## config.mk

```make
export PLATFORM = sky130hd
export DESIGN_NAME = crcsig_head
export DESIGN_NICKNAME = d
export VERILOG_FILES = /design/src/crcsig_pkg.sv /design/src/crcsig_head.sv
export VERILOG_INCLUDE_DIRS = /design/src /design/src/src
export SDC_FILE = /design/constraint.sdc
export NUM_CORES = 1
export LEC_CHECK = 0
export BUFFER_PORTS_ARGS = -buffer_cell sky130_fd_sc_hd__buf_2
export CAP_MARGIN = 15
export CORE_ASPECT_RATIO = 1.75
export CORE_MARGIN = 3
export CORE_UTILIZATION = 60
export CTS_BUF_LIST = sky130_fd_sc_hd__clkbuf_8
export DETAILED_ROUTE_END_ITERATION = 12
export PLACE_DENSITY = 0.82
export SYNTH_ARGS = -nofsm -noshare
export SYNTH_HDL_FRONTEND = slang
export SYNTH_SLANG_ARGS = --single-unit
```

## constraint.sdc

```tcl
create_clock -name clk -period 6.3 [get_ports clk]
set_input_delay 0.63 -clock clk [delete_from_list [all_inputs] [get_ports clk]]
set_output_delay 0.63 -clock clk [all_outputs]
set_load 0.02 [all_outputs]
```

## src/assert_macros.svh

```systemverilog
// Assertion helpers shared by the RTL files.
`ifndef ASSERT_MACROS_SVH
`define ASSERT_MACROS_SVH

// Checks that an implication holds at every clock edge outside reset.
`define ASSERT_IMPL(label, clk, rst_n, ante, cons) \
	label: assert property (@(posedge clk) disable iff (!rst_n) (ante) |-> (cons)) \
		else $error("assertion failed");

// Checks that a condition is true in the cycle after a trigger.
`define ASSERT_NEXT(label, clk, rst_n, ante, cons) \
	label: assert property (@(posedge clk) disable iff (!rst_n) (ante) |=> (cons)) \
		else $error("assertion failed");

`endif

```

## src/crcsig_pkg.sv

```systemverilog
`default_nettype none
package crcsig_pkg;

	localparam int TableDepth = 1024;
	localparam int CrcWindow = 32;
	localparam int HeadBytes = 64;
	localparam int CheckMax = 16;

	typedef enum logic [1:0] {
		OP_WRITE_ENTRY = 2'd0,
		OP_WRITE_VERIFY = 2'd1,
		OP_SCAN = 2'd2,
		OP_NONE = 2'd3
	} opcode_t;

	typedef enum logic [2:0] {
		OUT_TOO_SHORT = 3'd0,
		OUT_ZERO_CRC = 3'd1,
		OUT_NO_HIT = 3'd2,
		OUT_VERIFY_FAIL = 3'd3,
		OUT_MATCHED = 3'd4
	} outcome_t;

	typedef enum logic [3:0] {
		ST_IDLE,
		ST_SRCH_RD,
		ST_SRCH_CMP,
		ST_BACK_RD,
		ST_BACK_CMP,
		ST_WALK_RD,
		ST_WALK_CMP,
		ST_VER_RD,
		ST_VER_CMP,
		ST_DONE
	} state_t;

	typedef struct packed {
		logic [1:0] opcode;
		logic [9:0] sig_index;
		logic [15:0] sig_crc;
		logic [15:0] sig_handle;
		logic sig_deleted;
		logic [4:0] verify_len;
		logic [3:0] verify_pos;
		logic [7:0] verify_value;
		logic [7:0] data_byte;
		logic last_byte;
	} in_word_t;

	typedef struct packed {
		logic found;
		logic [15:0] virus_handle;
		logic [2:0] outcome;
		logic [15:0] computed_crc;
	} out_word_t;

	function automatic logic [15:0] crc_step(input logic [15:0] w, input logic [7:0] b);
		logic [15:0] x;
		begin
			x = {w[7:0], w[15:8]} ^ {{8{b[7]}}, b};
			x = x ^ {12'd0, x[7:4]};
			x = x ^ {x[3:0], 12'd0} ^ {3'd0, x[7:0], 5'd0};
			return x;
		end
	endfunction

endpackage
`default_nettype wire

```

## src/crcsig_head.sv

```systemverilog
`default_nettype none
`include "assert_macros.svh"
module crcsig_head import crcsig_pkg::*; #(
	parameter int CRC_WINDOW = CrcWindow,
	parameter int HEAD_BYTES = HeadBytes,
	localparam int HW = $clog2(HEAD_BYTES),
	localparam int CW = $clog2(HEAD_BYTES + 1)
) (
	input wire logic clk,
	input wire logic arst_n,
	input wire logic byte_en,
	input wire logic [7:0] byte_in,
	input wire logic clear,
	input wire logic [HW-1:0] rd_addr,
	output logic [7:0] rd_data,
	output logic [CW-1:0] seen,
	output logic [15:0] crc
);

	logic [7:0] mem [HEAD_BYTES];
	logic [CW-1:0] seen_q, seen_nx;
	logic [15:0] crc_q, crc_nx;
	logic take;

	assign take = byte_en && seen_q < CW'(HEAD_BYTES);
	assign seen_nx = take ? seen_q + 1'b1 : seen_q;
	assign crc_nx = (take && seen_q < CW'(CRC_WINDOW)) ? crc_step(crc_q, byte_in) : crc_q;

	always_ff @(posedge clk) begin
		if (take) begin
			mem[seen_q[HW-1:0]] <= byte_in;
		end
		rd_data <= mem[rd_addr];
	end

	always_ff @(posedge clk or negedge arst_n) begin
		if (!arst_n) begin
			seen_q <= '0;
			crc_q <= '0;
		end else if (clear) begin
			seen_q <= '0;
			crc_q <= '0;
		end else begin
			seen_q <= seen_nx;
			crc_q <= crc_nx;
		end
	end

	// The count and CRC include the word accepted in this cycle.
	assign seen = seen_nx;
	assign crc = crc_nx;

	`ASSERT_IMPL(a_seen_bound, clk, arst_n, 1'b1, seen_q <= CW'(HEAD_BYTES))
	`ASSERT_NEXT(a_clear, clk, arst_n, clear, seen_q == '0 && crc_q == '0)

endmodule
`default_nettype wire

```

==> metrics.cfg, run 1 <==
[status]
status = finished, final reports clean

[logic_synthesis]
ys_async_sr_fraction_pct = 4.236
synth_top_area_cell = edfxtp_1
syn_area_per_cell_um2 = 20.21
synth_ff_type = edfxtp_1
synth_edf_count = 512
synth.distinct_cells = 38
synth_nets = 1079
yosysMostFrequentCell = edfxtp_1
ys_top_cells_by_count = edfxtp_1 (512), mux4_2 (114), nor2_1 (99), o22ai_1 (32), xnor2_1 (32)
synth.cell_area_um2 = 21430
yosysWarnings = 0
postSynthCellCount = 1060
synth-seq-cells = 543
seq_area_frac_synth_pct = 75.19
synth_top_cell_area_share_pct = 71.75
ys_top_cells_by_area = edfxtp_1 (72%), mux4_2 (12%), dfrtp_1 (2.7%), nor2_1 (1.7%), mux4_1 (1.7%)

[timing]
fmax_mhz = 298.1
finalCritPeriodShare_pct = 53.25
worst_pin_slew_ns = 1.173
hold_viol = 0
relSlewSlack_pct = 21.78
fin_tns_setup_ns = 0
fin_skew_ns = 0.03967
setup_viol = 0
drv_slew = 0
rsz0062_at_grt = no
fin_crit_ns = 3.355

[power]
p_leak_uw = 0.007493
powerDensity_nw_per_um2 = 295.7
ir_worst_vdd_uv = 190.8

[worst_setup_path]
cpMaxStageDelayCell = buf_2
cp-end-kind = output port
arrival_ns = 2.72
cp_data_required_time_ns = 5.67
reg2reg_from = seen_q[5]$_DFF_PN0_
cp-startpoint = byte_in[5]
worstSetupPathType = in -> out
worstSetupStartpointType = input port
critical_path.max_stage_delay_ns = 0.82
path_cells = buf_2 -> xnor2_1 -> xnor2_1 -> xor2_1 -> a21oi_1 -> buf_2
r2r_setup_slack_ns = 3.58
endpoint = crc[6]
crit_fanout = 65
rr_endpoint = mem[24][2]$_DFFE_PP_
reg2reg_depth = 5

[detailed_routing]
drt_wl_total_um = 46470
vias_per_cell = 6.460
avgRoutedWirePerCell_um = 28.11
drtPass1Iterations = 5
postRouteAntennaNets = 0
route.detailed.drc = 0
initialDrtViolationCount = 1005
via_count = 10680

[floorplanning]
die_area_um2 = 38100
initial_core_util_pct = 60.71
rows = 91
die_x_um = 148.9
core_area_um2 = 35300
io_pins = 49
die_h_um = 256.0

[cts]
cts_sinks = 543
clkLatencyLatePin_ns = 0.64
cts-root-buf = clkbuf_8
cts_buffers = 71
clk_path_buf_depth = 3
postCtsSetupRepairBufs = 0
cts_hold_buf = 1
cts_resized = 0
cts_tree = done
path_clk_slew_ns = 0.07
cts_htree_levels = 3

[final_layout]
nets = 1157
diodes = 0
final_cell_count_no_fill = 1653
drive_above_1_share_pct = 25.00
area_growth_pct = 8.777

[run]
maxCapViolCount = 0

[global_route]
grt_pass1_wl_um = 69100
antenna_found_initial = 0
grt_max_degree = 67
use_met2_pct = 43.74
grt_pass1_vias = 10990
use_met1_pct = 30.29
busiest_layer = met2
gr-usage-all-layers_pct = 24.85
use_met3_pct = 4.801
grt-ovfl-total = 0

[worst_hold_path]
holdCritPathClass = in -> reg
hold_path_depth = 1

[placement]
place_congestion = 0.8619
dp_hpwl_um = 28620
dp.cells = 1527
io_buffer_count = 48

[layout by cell type, fill, tap and decap left out, types with 4 or more instances in the layout]
master and count:
clkinv_2 7, a21oi_1 15, nand3b_1 4, mux2_2 23, inv_1 24, buf_2 47
mux4_2 114, buf_4 13, clkbuf_8 76, dfrtp_1 23, nand2b_1 6, o31ai_1 5
o221ai_1 5, xor2_1 4, nor2b_1 26, nand2_1 15, nand3_1 8, or3_1 7
xnor2_1 32, o21ai_0 5, nor2_1 98, mux4_1 14, edfxtp_1 512, clkinv_1 12
dfxtp_1 8, nor3_1 12, clkinvlp_4 5, o22ai_1 32, mux2i_1 9
[layer usage]
layer	wire (um)	vias up	share of wire, %
met5	0	-	0
met4	1669	0	3.6
met3	3379	99	7.3
met2	25600	620	55
met1	15820	5503	34
li1	-	4457	-
[power breakdown]
part	switching, uW	internal, uW
sequential	24.0	3980
combinational	328	210
clock	1240	1110
total	1590	5300
[worst max-delay path, delay by kind of cell]
family	cells	cell delay (ns)
buffers and inverters	2	1.02
XOR/XNOR	3	0.86
AO/OA/AOI/OAI	1	0.21
[through the flow]
step | total power (uW) | hold slack [ns] | cell area (um^2) | setup WS [ns] | utilization, %
floorplan | 4431 | 0.3344 | 21430 | 3.842 | -
global placement | 4603 | 0.6268 | 22000 | 2.853 | 62.33
detailed placement | 4617 | 0.6282 | 22010 | 2.829 | 62.36
CTS | 6911 | 0.3327 | 23270 | 2.933 | 65.93
global route | 7097 | 0.3364 | 23310 | 2.744 | 66.03
finish | 6893 | 0.3746 | 23310 | 2.945 | 66.03
[state kept, by name (all words and copies together) (netlist names)]
signal / cells
mem: 512
rd_data: 8
crc_q: 16
seen_q: 7
[cell families (layout without fill, tap and decap cells)]
logic type,count (synthesis),in the layout,synth area share (%)
flops,543,543,75.19
buf+inv,62,190,1.787
mux,160,160,15.33
fa+ha+maj,1,1,0.05838
simple gates,186,186,4.035
compound gates,72,72,2.131
xor+xnor,36,36,1.472
[worst min path at each step]
| stage | end | startpoint |
|---|---|---|
| floorplan | crc_q[0]$_DFF_PN0_ | arst_n |
| global placement | crc_q[5]$_DFF_PN0_ | arst_n |
| detailed placement | crc_q[5]$_DFF_PN0_ | arst_n |
| CTS | mem[30][0]$_DFFE_PP_ | byte_in[0] |
| global route | mem[30][0]$_DFFE_PP_ | byte_in[0] |
| finish | mem[30][0]$_DFFE_PP_ | byte_in[0] |
[cell type report]
cell class | count | area (um^2)
sequential | 543 | 16110
fill | 2223 | 11990
multi-input combinational | 455 | 4941
clock buffer | 76 | 1046
tap | 465 | 581.8
timing repair buffer | 66 | 420.4
clock inverter | 47 | 203.9
inverter | 1 | 3.754
No activity file was read; power rests on OpenSTA's default activity.
==> run 2: changes to the inputs <==
clock period = 3.1 ns   (was 6.3 ns; I/O delays follow)
==> metrics.cfg, run 2 (synthesis results as in run 1) <==
[status]
status = finished, final reports clean  ; unchanged

[cts]
clk_path_buf_depth = 3  ; unchanged
path_clk_slew_ns = 0.06  ; was 0.07 ns
cts_tree = done  ; unchanged
cts_sinks = 543  ; unchanged
cts-root-buf = clkbuf_8  ; unchanged
cts_buffers = 73  ; was 71
cts_resized = 0  ; unchanged
cts_htree_levels = 3  ; unchanged
clkLatencyLatePin_ns = 0.63  ; was 0.64 ns

[timing]
fmax_mhz = 369.4
relSlewSlack_pct = 39.92  ; was 21.78%
setup_viol = 0  ; unchanged
fin_crit_ns = 2.707
rsz0062_at_grt = no  ; unchanged
fin_ws_ns = 0.3933  ; was 2.945 ns
fin_skew_ns = 0.02607  ; was 0.03967 ns
drv_slew = 0  ; unchanged
finalCritPeriodShare_pct = 87.31
worst_pin_slew_ns = 0.8979  ; was 1.173 ns
fin_tns_setup_ns = 0  ; unchanged
hold_viol = 0  ; unchanged

[global_route]
use_met3_pct = 4.358  ; was 4.801%
grt-ovfl-total = 0  ; unchanged
grt_pass1_wl_um = 73330  ; was 69100 um
busiest_layer = met2  ; unchanged
grt_pass1_vias = 11570  ; was 10990
grt_max_degree = 65  ; was 67
gr-usage-all-layers_pct = 26.48  ; was 24.85%
use_met1_pct = 32.84  ; was 30.29%
antenna_found_initial = 1  ; was 0
use_met2_pct = 45.44  ; was 43.74%

[worst_setup_path]
cp-end-kind = output port  ; unchanged
critical_path.max_stage_delay_ns = 0.58  ; was 0.82 ns
cpLargestDelayFamily = simple AND/OR/NAND/NOR gates  ; was buffers and inverters
worst-path-buf-inv = 1  ; was 2
worstSetupStartpointType = flip-flop  ; was input port
arrival_ns = 2.40  ; was 2.72 ns
crit_fanout = 11  ; was 65
cp_data_required_time_ns = 2.79  ; was 5.67 ns
worstSetupPathType = reg -> out  ; was in -> out
path_cells = nand2_1 -> or3_1 -> xnor2_1 -> buf_2  ; was buf_2 -> xnor2_1 -> xnor2_1 -> xor2_1 -> a21oi_1 -> buf_2
cpMaxStageDelayCell = or3_1  ; was buf_2

[floorplanning]
die_h_um = 256.0  ; unchanged
rows = 91  ; unchanged
io_pins = 49  ; unchanged
die_area_um2 = 38100  ; unchanged
core_area_um2 = 35300  ; unchanged
die_x_um = 148.9  ; unchanged
initial_core_util_pct = 60.71  ; unchanged

[placement]
io_buffer_count = 48  ; unchanged
dp_hpwl_um = 31530  ; was 28620 um
place_congestion = 0.8494  ; was 0.8619
dp.cells = 1595  ; was 1527
dp_slack_ns = 0.4744  ; was 2.829 ns
postPlaceCellArea_um2 = 22560  ; was 22010 um^2

[detailed_routing]
initialDrtViolationCount = 1186  ; was 1005
vias_per_cell = 6.363  ; was 6.460
drt_wl_total_um = 48800  ; was 46470 um
postRouteAntennaNets = 0  ; unchanged
route.detailed.drc = 0  ; unchanged
drtPass1Iterations = 5  ; unchanged
via_count = 10980  ; was 10680
avgRoutedWirePerCell_um = 28.29  ; was 28.11 um

[power]
p_leak_uw = 0.007925  ; was 0.007493 uW
ir_worst_vdd_uv = 488.5  ; was 190.8 uV
powerDensity_nw_per_um2 = 607.6  ; was 295.7 nW/um^2
total_power_uw = 14570  ; was 6893 uW

[final_layout]
nets = 1225  ; was 1157
area_growth_pct = 11.95  ; was 8.777%
largest_register_ffs = 512  ; unchanged
fill_cells = 2180  ; was 2223
multiInputGateArea_um2 = 4936  ; was 4941 um^2
mostFrequentLayoutCells = edfxtp_1 (512), mux4_2 (114), nor2_1 (98)  ; unchanged
regArea_um2 = 16110  ; unchanged
final_cell_area_um2 = 23990  ; was 23310 um^2
layout_commonest_cell = edfxtp_1  ; unchanged
drive_above_1_share_pct = 29.39  ; was 25.00%
final_cell_count_no_fill = 1725  ; was 1653

[worst_hold_path]
holdCritPathClass = in -> reg  ; unchanged

[run]
maxCapViolCount = 0  ; unchanged

run 2: path summary, 6_finish.rpt:
kind | slack (ns) | cells after the start | from | end
setup / recovery | 0.39 | 4 | seen_q[1]$_DFF_PN0_ | seen[3]
hold / removal | 0.11 | 2 | clear | crc_q[8]$_DFF_PN0_
setup reg to reg | 0.68 | 4 | seen_q[6]$_DFF_PN0_ | mem[2][6]$_DFFE_PP_
hold reg to reg | 0.70 | 3 | crc_q[1]$_DFF_PN0_ | crc_q[1]$_DFF_PN0_
max in group asynchronous | 2.52 | 2 | arst_n | crc_q[14]$_DFF_PN0_
min in group asynchronous | 0.22 | 2 | arst_n | crc_q[3]$_DFF_PN0_
run 2: worst reg2reg max path, cell delays in order (launching register included):
cell and delay (ns):
dfrtp_1 0.39, nand2b_1 0.22, nor2_1 0.24, nand2_1 0.40, nor2_1 0.81
run 2: routing by layer:
layer | share of wire [%] | vias up
met1 | 33 | 5615
met2 | 54 | 640
li1 | - | 4594
met5 | 0 | -
met4 | 4.8 | 0
met3 | 7.7 | 127
run 2: what timing repair did:
action                     CTS  global route
setup endpoints to repair    0             0
hold buffers                 1             0
buffers inserted             0             0
hold endpoints to repair    23             0
run 2: metrics by stage:
stage | utilization [%] | hold slack [ns]
detailed placement | 63.91 | 0.3169
floorplan | - | 0.01441
global route | 67.96 | 0.1239
CTS | 67.95 | 0.08591
finish | 67.96 | 0.1108
global placement | 63.91 | 0.3076
run 2: power breakdown:
group	internal (uW)	leakage, uW	total, uW	switching [uW]
clock network	2750	0.000793	5300	2560
logic	441	0.00215	1130	691
registers	8090	0.00498	8140	50.5
run 2: area by class of cell:
cell class                 count  area share, %
tap                          465          2.425
clock inverter                50          1.434
timing repair buffer         132          3.902
inverter                       1        0.01565
antenna                        1        0.01043
sequential                   543          67.16
multi-input combinational    455          20.58
clock buffer                  78          4.475
==> run 3: changes to the inputs <==
REMOVE_ABC_BUFFERS = 1   (was not set)
clock period = 3 ns   (was 3.1 ns; I/O delays follow)
==> metrics.cfg, run 3 (synthesis results as in run 1) <==
[power]
ir_worst_vdd_uv = 446.0  ; was 488.5 uV
p_int_uw = 11930  ; was 11280 uW
p_leak_uw = 0.008028  ; was 0.007925 uW
switching_share_pct = 22.30  ; was 22.62%
pwr-share-clk_pct = 37.5  ; was 36.4%
powerDensity_nw_per_um2 = 634.3  ; was 607.6 nW/um^2
combPwrFrac_pct = 7.7  ; was 7.8%
seqPwrFrac_pct = 54.8  ; was 55.8%
power_switching_uw = 3423  ; was 3297 uW

[worst_setup_path]
arrival_ns = 2.43  ; was 2.40 ns
path_cells = nand2_1 -> or3_1 -> xnor2_1 -> buf_2  ; unchanged
worstSetupStartpointType = flip-flop  ; unchanged
reg2reg_depth = 5  ; was 4
worstSetupPathType = reg -> out  ; unchanged
worst-path-buf-inv = 1  ; unchanged
cpMaxStageDelayCell = or3_1  ; unchanged
cp_data_required_time_ns = 2.70  ; was 2.79 ns
r2r_setup_slack_ns = 0.63  ; was 0.68 ns
crit_fanout = 11  ; unchanged
cp-end-kind = output port  ; unchanged
critical_path.max_stage_delay_ns = 0.60  ; was 0.58 ns
cpLargestDelayFamily = simple AND/OR/NAND/NOR gates  ; unchanged
reg2reg_from = seen_q[6]$_DFF_PN0_  ; unchanged
rr_endpoint = mem[38][4]$_DFFE_PP_  ; was mem[2][6]$_DFFE_PP_

[cts]
path_clk_slew_ns = 0.07  ; was 0.06 ns
clkLatencyLatePin_ns = 0.64  ; was 0.63 ns
cts_sinks = 543  ; unchanged
clk_path_buf_depth = 3  ; unchanged
cts_htree_levels = 3  ; unchanged
cts-root-buf = clkbuf_8  ; unchanged
cts_resized = 0  ; unchanged
cts_tree = done  ; unchanged
cts_buffers = 71  ; was 73
postCtsSetupRepairBufs = 0  ; unchanged

[timing]
relSlewSlack_pct = 45.02  ; was 39.92%
setup_viol = 0  ; unchanged
worst_pin_slew_ns = 0.8228  ; was 0.8979 ns
fin_tns_setup_ns = 0  ; unchanged
fin_skew_ns = 0.04141  ; was 0.02607 ns
finalCritPeriodShare_pct = 91.01
drv_slew = 0  ; unchanged
rsz0062_at_grt = no  ; unchanged
fmax_mhz = 366.3
fin_crit_ns = 2.730
hold_viol = 0  ; unchanged

[placement]
io_buffer_count = 48  ; unchanged
postPlaceCellArea_um2 = 22680  ; was 22560 um^2
dp_hpwl_um = 33250  ; was 31530 um
place_congestion = 0.8983  ; was 0.8494

[status]
status = finished, final reports clean  ; unchanged

[final_layout]
regArea_um2 = 16110  ; unchanged
fill_cells = 2171  ; was 2180
final_cell_area_um2 = 24200  ; was 23990 um^2
area_growth_pct = 12.95  ; was 11.95%
drive_above_1_share_pct = 30.50  ; was 29.39%
largest_register_ffs = 512  ; unchanged
multiInputGateArea_um2 = 4936  ; unchanged
nets = 1236  ; was 1225
mostFrequentLayoutCells = edfxtp_1 (512), mux4_2 (114), nor2_1 (98)  ; unchanged
layout_commonest_cell = edfxtp_1  ; unchanged

[floorplanning]
die_h_um = 256.0  ; unchanged
die_x_um = 148.9  ; unchanged
die_area_um2 = 38100  ; unchanged
rows = 91  ; unchanged
initial_core_util_pct = 60.71  ; unchanged
core_area_um2 = 35300  ; unchanged
io_pins = 49  ; unchanged

[detailed_routing]
postRouteAntennaNets = 0  ; unchanged
vias_per_cell = 6.442  ; was 6.363
route.detailed.drc = 0  ; unchanged
drt_wl_total_um = 50050  ; was 48800 um
via_count = 11200  ; was 10980
avgRoutedWirePerCell_um = 28.80  ; was 28.29 um
initialDrtViolationCount = 1308  ; was 1186
drtPass1Iterations = 5  ; unchanged

[worst_hold_path]
hold_start = byte_in[5]  ; was clear
hold-path-endpoint = mem[26][5]$_DFFE_PP_  ; was crc_q[8]$_DFF_PN0_
holdCritPathClass = in -> reg  ; unchanged
hold_path_depth = 1  ; was 2

[global_route]
antenna_found_initial = 0  ; was 1
gr-usage-all-layers_pct = 27.12  ; was 26.48%
grt_max_degree = 65  ; unchanged
grt-ovfl-total = 0  ; unchanged
grt_pass1_wl_um = 74610  ; was 73330 um
grt_pass1_vias = 11790  ; was 11570

[run]
maxCapViolCount = 0  ; unchanged

run 3: changes by cell type in the layout (fill, tap and decap cells not counted), sizes merged:
cell	change
clkbuf	+4
clkinv	-1
bufinv	+2
inv	-6
clkinvlp	+1
buf	+13
run 3: timing repair:
action	4_1_cts	5_1_grt
hold endpoints to repair	23	0
setup endpoints to repair	0	0
hold buffers	1	0
run 3: through the flow:
stage | worst slack [ns] | hold slack [ns] | utilization (%) | std cells | power [uW]
finish | 0.2697 | 0.07376 | 68.56 | 1738 | 15350
global route | 0.1799 | 0.04669 | 68.56 | 1737 | 15780
CTS | 0.2896 | 0.04648 | 68.56 | 1737 | 15420
detailed placement | 0.4093 | 0.3035 | 64.26 | 1608 | 9750
global placement | 0.4146 | 0.3010 | 64.26 | 1608 | 9718
floorplan | 0.05924 | 0.004409 | - | 999 | 9193
run 3: power by group through the flow:
stage	logic (uW)	clock network [uW]	registers, uW
after floorplan	620	0	8570
after global placement	1150	0	8570
after detailed placement	1180	0	8570
after CTS	1190	5820	8410
after global routing	1250	6120	8410
final	1180	5760	8410
run 3: layer usage:
layer	vias up	GRT usage (%)	wire length (um)
li1	4625	-	-
met1	5733	31.34	15880
met2	674	47.84	27290
met3	164	4.482	3576
met4	0	15.09	3309
met5	-	0	0
run 3: cell type report:
cell class / count / area share, %
Sequential cell: 543 / 66.57
Multi-Input combinational cell: 455 / 20.40
Clock buffer: 82 / 4.663
Timing Repair Buffer: 145 / 4.374
Tap cell: 465 / 2.404
Clock inverter: 46 / 1.567
Inverter: 1 / 0.01551
Antenna cell: 1 / 0.01034
run 3: worst max path at each step:
stage	start	endpoint	slack, ns	depth (start not counted)
floorplan	seen_q[6]$_DFF_PN0_	mem[24][0]$_DFFE_PP_	0.06	4
global placement	rd_addr[0]	rd_data[4]$_DFF_P_	0.41	7
detailed placement	rd_addr[0]	rd_data[3]$_DFF_P_	0.41	7
CTS	seen_q[2]$_DFF_PN0_	seen[3]	0.29	4
global route	seen_q[2]$_DFF_PN0_	seen[3]	0.18	4
finish	seen_q[2]$_DFF_PN0_	seen[3]	0.27	4
run 3: worst reg2reg max path, stage by stage, from the launching register on:
cell	delay [ns]
dfrtp_1	0.39
nand2b_1	0.21
nor2_1	0.28
nand3_1	0.55
nor2_1	0.38
buf_4	0.24
